==> config.mk <==
export PLATFORM = sky130hd
export DESIGN_NAME = sme_ctrl
export DESIGN_NICKNAME = d
export VERILOG_FILES = /design/src/rtl/sme_pkg.sv /design/src/rtl/sme_ctrl.sv
export SDC_FILE = /design/constraint.sdc
export NUM_CORES = 1
export LEC_CHECK = 0
export ABC_AREA = 1
export BUFFER_PORTS_ARGS = -buffer_cell sky130_fd_sc_hd__buf_2
export CAP_MARGIN = 30
export CORE_MARGIN = 5
export CORE_UTILIZATION = 38
export CTS_BUF_LIST = sky130_fd_sc_hd__clkbuf_8
export DETAILED_ROUTE_END_ITERATION = 16
export GPL_TIMING_DRIVEN = 0
export PLACE_DENSITY = 0.81
export SLEW_MARGIN = 40
export SYNTH_ARGS = -nofsm -noshare
export SYNTH_HDL_FRONTEND = slang
export SYNTH_SLANG_ARGS = --single-unit
==> constraint.sdc <==
create_clock -name clk -period 1.5 [get_ports clk]
set_input_delay 0.15 -clock clk [delete_from_list [all_inputs] [get_ports clk]]
set_output_delay 0.15 -clock clk [all_outputs]
set_load 0.01 [all_outputs]
==> src/rtl/sme_pkg.sv <==
// Shared types and constants for the stack machine executor.
package sme_pkg;
	localparam int unsigned StackDepth = 64;
	localparam int unsigned PtrW = $clog2(StackDepth);
	localparam int unsigned CntW = $clog2(StackDepth + 1);
	localparam int unsigned DivSteps = 128;
	localparam int unsigned StepW = $clog2(DivSteps);

	typedef enum logic [3:0] {
		OP_PUSH = 4'd0, OP_ADD = 4'd1, OP_SUB = 4'd2, OP_MUL = 4'd3,
		OP_DIV = 4'd4, OP_POP = 4'd5, OP_IN = 4'd6, OP_OUT = 4'd7, OP_HALT = 4'd8
	} opcode_t;

	typedef enum logic [1:0] {
		ST_OK = 2'd0, ST_UNDER = 2'd1, ST_OVER = 2'd2, ST_DIVZ = 2'd3
	} status_t;

	typedef enum logic [2:0] {
		S_IDLE, S_READ_T, S_READ_N, S_EXEC, S_MUL, S_DIV, S_WRITE, S_DONE
	} state_t;

	// controller -> datapath
	typedef struct packed {
		logic       load;      // capture the instruction
		logic       rd_top;    // read entry depth-1
		logic       rd_next;   // read entry depth-2
		logic       cap_t;     // capture read data as t
		logic       cap_n;     // capture read data as n
		logic       mul_go;    // multiply partial-product step
		logic       div_start;
		logic       div_step;
		logic       wr_push;   // write pushed value, depth+1
		logic       wr_arith;  // write result at depth-2, depth-1
		logic       pop;       // depth-1
		logic       set_out;   // latch t as output value
		logic [1:0] err;       // status_t of this instruction
		logic       fin;       // result register load
		logic       res_take;  // result transferred
	} dp_cmd_t;

	// datapath -> controller
	typedef struct packed {
		opcode_t   op;
		logic      has1;
		logic      has2;
		logic      full;
		logic      n_zero;
		logic      div_last;
		logic      mul_last;
	} dp_stat_t;
endpackage

==> src/rtl/sme_ctrl.sv <==
// Controller state machine for the stack machine executor.
module sme_ctrl (
	input  logic             clk,
	input  logic             arst_n,
	input  logic             in_valid,
	output logic             in_stall,
	input  logic             out_stall,
	output logic             res_valid,
	input  sme_pkg::dp_stat_t st,
	output sme_pkg::dp_cmd_t  cmd
);
	import sme_pkg::*;

	state_t state_q, state_d;
	logic   rvalid_q;

	assign res_valid = rvalid_q;
	assign in_stall  = (state_q != S_IDLE) || (rvalid_q && out_stall);

	always_comb begin
		state_d = state_q;
		unique case (state_q)
			S_IDLE:   if (in_valid && !in_stall) state_d = S_READ_T;
			S_READ_T: state_d = S_READ_N;
			S_READ_N: state_d = S_EXEC;
			S_EXEC: begin
				if ((st.op == OP_MUL) && st.has2) state_d = S_MUL;
				else if ((st.op == OP_DIV) && st.has2 && !st.n_zero) state_d = S_DIV;
				else if ((st.op == OP_ADD || st.op == OP_SUB) && st.has2) state_d = S_WRITE;
				else state_d = S_DONE;
			end
			S_MUL:    if (st.mul_last) state_d = S_WRITE;
			S_DIV:    if (st.div_last) state_d = S_WRITE;
			S_WRITE:  state_d = S_DONE;
			S_DONE:   if (!rvalid_q || !out_stall) state_d = S_IDLE;
			default:  state_d = S_IDLE;
		endcase
	end

	always_comb begin
		cmd = '0;
		cmd.res_take = rvalid_q && !out_stall;
		unique case (state_q)
			S_IDLE:   cmd.load = in_valid && !in_stall;
			S_READ_T: cmd.rd_top = 1'b1;
			S_READ_N: begin
				cmd.rd_next = 1'b1;
				cmd.cap_t = 1'b1;
			end
			S_EXEC: begin
				cmd.cap_n = 1'b1;
				unique case (st.op)
					OP_PUSH, OP_IN: begin
						if (st.full) cmd.err = ST_OVER;
						else cmd.wr_push = 1'b1;
					end
					OP_ADD, OP_SUB: begin
						if (!st.has2) cmd.err = ST_UNDER;
					end
					OP_MUL: begin
						if (!st.has2) cmd.err = ST_UNDER;
					end
					OP_DIV: begin
						if (!st.has2) cmd.err = ST_UNDER;
						else if (st.n_zero) cmd.err = ST_DIVZ;
						else cmd.div_start = 1'b1;
					end
					OP_POP, OP_OUT: begin
						if (!st.has1) cmd.err = ST_UNDER;
						else begin
							cmd.pop = 1'b1;
							cmd.set_out = (st.op == OP_OUT);
						end
					end
					default: ;
				endcase
			end
			S_MUL:    cmd.mul_go = 1'b1;
			S_DIV:    cmd.div_step = 1'b1;
			S_WRITE:  cmd.wr_arith = 1'b1;
			S_DONE:   cmd.fin = !rvalid_q || !out_stall;
			default:  ;
		endcase
	end

	always_ff @(posedge clk or negedge arst_n) begin
		if (!arst_n) begin
			state_q  <= S_IDLE;
			rvalid_q <= 1'b0;
		end else begin
			state_q <= state_d;
			if (cmd.fin) rvalid_q <= 1'b1;
			else if (cmd.res_take) rvalid_q <= 1'b0;
		end
	end
endmodule

==> impl_metrics.ini <==
[synth]
netlist_instances = 87
synth.top_cells.by_area = sky130_fd_sc_hd__dfrtp_1 20%, sky130_fd_sc_hd__nand2_1 14%, sky130_fd_sc_hd__inv_1 13%
syn_area_um2 = 503.0
nets_in_the_synthesized_netlist = 101
synth_top_area_share_pct = 19.90
synth.lib_cells_used.distinct = 21
synth.yosys.seq_area_share_pct = 19.90
syn_area_per_cell_um2 = 5.781
yosys_register_bits = 4
synth_area_leader_cell = sky130_fd_sc_hd__dfrtp_1
yosysWarningCount = 0

[route]
drcViolationCount = 0
totalWireLength_um = 1476
highest_signal_layer_in_the_routed_design = met4
antenna_violating_nets_remaining = 0
drt_first_pass_iters = 4
drtIter0Drc = 14
met3RoutedLength_um = 127
wl_met2_um = 723
met1Wirelength_um = 576
drt-vias-per-instance = 4.752
post_drt_wl_per_cell_um = 10.47
dr_total_vias = 670

[placement]
gp_congestion = 0.7725
numPortBuffers = 31
placement.cell_area_um2 = 676.9
dp_hpwl_um = 1222
place.detailed.instances = 133

[cells_and_area]
n_antenna_cell = 0
stdcell_count = 141
final_net_count = 142
area.growth.synth_to_final_pct = 51.24
layout-drive-gt1-share_pct = 41.27
post-route-cell-area_um2 = 760.7

[setup_path]
r2r.worst_path.cells = 6
worstPathBufferInverterCount = 3
crit_path_start_kind = flop
critical-path-top-delay-family = flip-flops
worst-setup-path-type = reg2out
worst_r2r_endpoint = state_q[0]$_DFFE_PN0P_
critPathMostFrequentCell = sky130_fd_sc_hd__buf_4
crit_path_max_fanout = 6
end_kind = primary output
cp_data_required_time_ps = 1350
critical_path.max_stage_delay_ps = 450
timing.critical_path.slowest_stage_cell = sky130_fd_sc_hd__dfrtp_2
total_stage_count_of_the_critical_path = 5
r2r_slack_ps = 280
cp_data_arrival_time_ps = 1270
worst_setup_path_startpoint = state_q[1]$_DFFE_PN0P_
crit-reg2reg-launch = state_q[1]$_DFFE_PN0P_
critical_path.cell_chain = buf_4, nand2_1, nor2_1, buf_4, buf_2
cp-endpoint = cmd[13]

[clock_network]
numCtsBuffers = 3
insertion_delay_ps = 220
cts.htree.levels = 1
cts_tree = built
clock-sinks = 4
ctsLongestPathBuffers = 2
cts_root_buf = sky130_fd_sc_hd__clkbuf_8
worst_path_clk_slew_ps = 30

[die]
die_x_um = 46.38
floorplan.rows = 13
starting_utilization_of_the_core_area_pct = 39.64
core_region_area_um2 = 1269
die_height_um = 46.38
ioPinCount = 32
die_area_um2 = 2151

[sta]
clock_skew_ps = 4.458
period_needed_ps = 1418
fin_tns_setup_ps = 0
timing.hold.ws_ps = 225.1
finalSetupViolations = 0
tightestPinTransition_ps = 339.5
max_slew_margin_pct = 77.36
timing.final.max_slew_violations = 0
min_period_over_period_pct = 94.55
final_hold_viol_count = 0
max_freq_mhz = 705.1

[power_and_ir_drop]
ir_drop_uv = 636.3
pwr_density_cell_nw_per_um2 = 1646
fin_total_pwr_mw = 1.253
total_leakage_power_nw = 0.4864

[outcome]
status = complete, no violations

[grt]
grt_antenna_before_repair = 0
grt_usage_pct = 15.46
grt_pass1_vias = 600
gr-total-overflow = 0
grt_first_pass_wirelength_um = 2318
grt_start_max_net_pins = 8

[hold_path]
worst_hold_path_type = in2reg

[job]
maxCapViolCount = 0
==> state kept, by name (all words and copies together) (netlist names) <==
signal and count:
res_valid 1, state_q 3
==> worst reg2reg max path, delay by kind of cell, from the launching register on <==
family / cells / cell delay [ps]
simple gates: 5 / 490
flops: 1 / 450
compound gates: 1 / 180
==> worst min-delay path by stage <==
stage | endpoint | start | slack, ps | cells past startpoint
floorplan | res_valid$_DFFE_PN0P_ | arst_n | -150 | 0
finish | state_q[0]$_DFFE_PN0P_ | st[1] | 230 | 3
global route | state_q[0]$_DFFE_PN0P_ | st[1] | 240 | 3
detailed placement | state_q[0]$_DFFE_PN0P_ | arst_n | -40 | 1
global placement | state_q[0]$_DFFE_PN0P_ | arst_n | -40 | 1
CTS | state_q[0]$_DFFE_PN0P_ | st[1] | 230 | 3
==> through the flow <==
stage,setup slack (ps),utilization (%)
2_1_floorplan,337.3,-
3_3_place_gp,246.4,53.35
3_5_place_dp,220.2,53.35
4_1_cts,4.287,57.50
5_1_grt,-5.168,59.96
6_report,81.68,59.96
==> cells in the mapped netlist, drive strengths merged <==
cell type / n
dfrtp: 4
o21ai: 2
buf: 1
nor3: 5
nor4: 1
nand2: 21
a21oi: 2
nor2: 17
o21a: 1
nand3: 10
o21bai: 1
nand4: 2
inv: 20
==> report_power, final <==
part           total, mW  leakage (nW)  internal, mW  switching, mW
combinational      0.751         0.420         0.323          0.427
sequential         0.272        0.0453         0.168          0.104
clock              0.230        0.0216         0.171         0.0586
==> layout make-up <==
| type | instances | area (um2) |
|---|---|---|
| fillers | 123 | 508.0 |
| plain buffers | 1 | 7.507 |
| repair buffers | 36 | 195.2 |
| well taps | 15 | 18.77 |
| inverters | 20 | 77.57 |
| multi-input cells | 62 | 317.8 |
| flip-flops and latches | 4 | 102.6 |
| clock buffers | 3 | 41.29 |
==> routing by layer <==
layer | global-route usage (%) | up-vias
met5 | 0 | -
met4 | 11.93 | 0
met3 | 2.734 | 4
met2 | 27.47 | 29
met1 | 15.58 | 286
li1 | - | 351
==> cells in the final DEF, fill, tap and decap left out, types with 2 or more instances in the layout <==
cell	count
sky130_fd_sc_hd__nand3_2	2
sky130_fd_sc_hd__inv_1	17
sky130_fd_sc_hd__nor2_1	15
sky130_fd_sc_hd__nor3_1	4
sky130_fd_sc_hd__nand3_1	8
sky130_fd_sc_hd__clkbuf_8	3
sky130_fd_sc_hd__buf_2	31
sky130_fd_sc_hd__inv_2	2
sky130_fd_sc_hd__buf_4	5
sky130_fd_sc_hd__a21oi_1	2
sky130_fd_sc_hd__nand4_1	2
sky130_fd_sc_hd__dfrtp_2	2
sky130_fd_sc_hd__nand2_1	19
sky130_fd_sc_hd__dfrtp_1	2
sky130_fd_sc_hd__nor2_4	2
==> timing repair <==
item	in CTS	in global routing
hold buffers	1	0
buffers inserted	0	4
hold endpoints to repair	4	0
pin swaps	0	1
endpoints found under the setup margin	3	3
gates resized for setup	1	1
==> logic make-up after synthesis <==
kind of cell    after synthesis  synth area share (%)
simple gates                 56                 56.22
buf+inv                      21                 16.92
compound gates                6                 6.964
flops                         4                 19.90
Note: power is estimated with default switching activity, not from simulation.
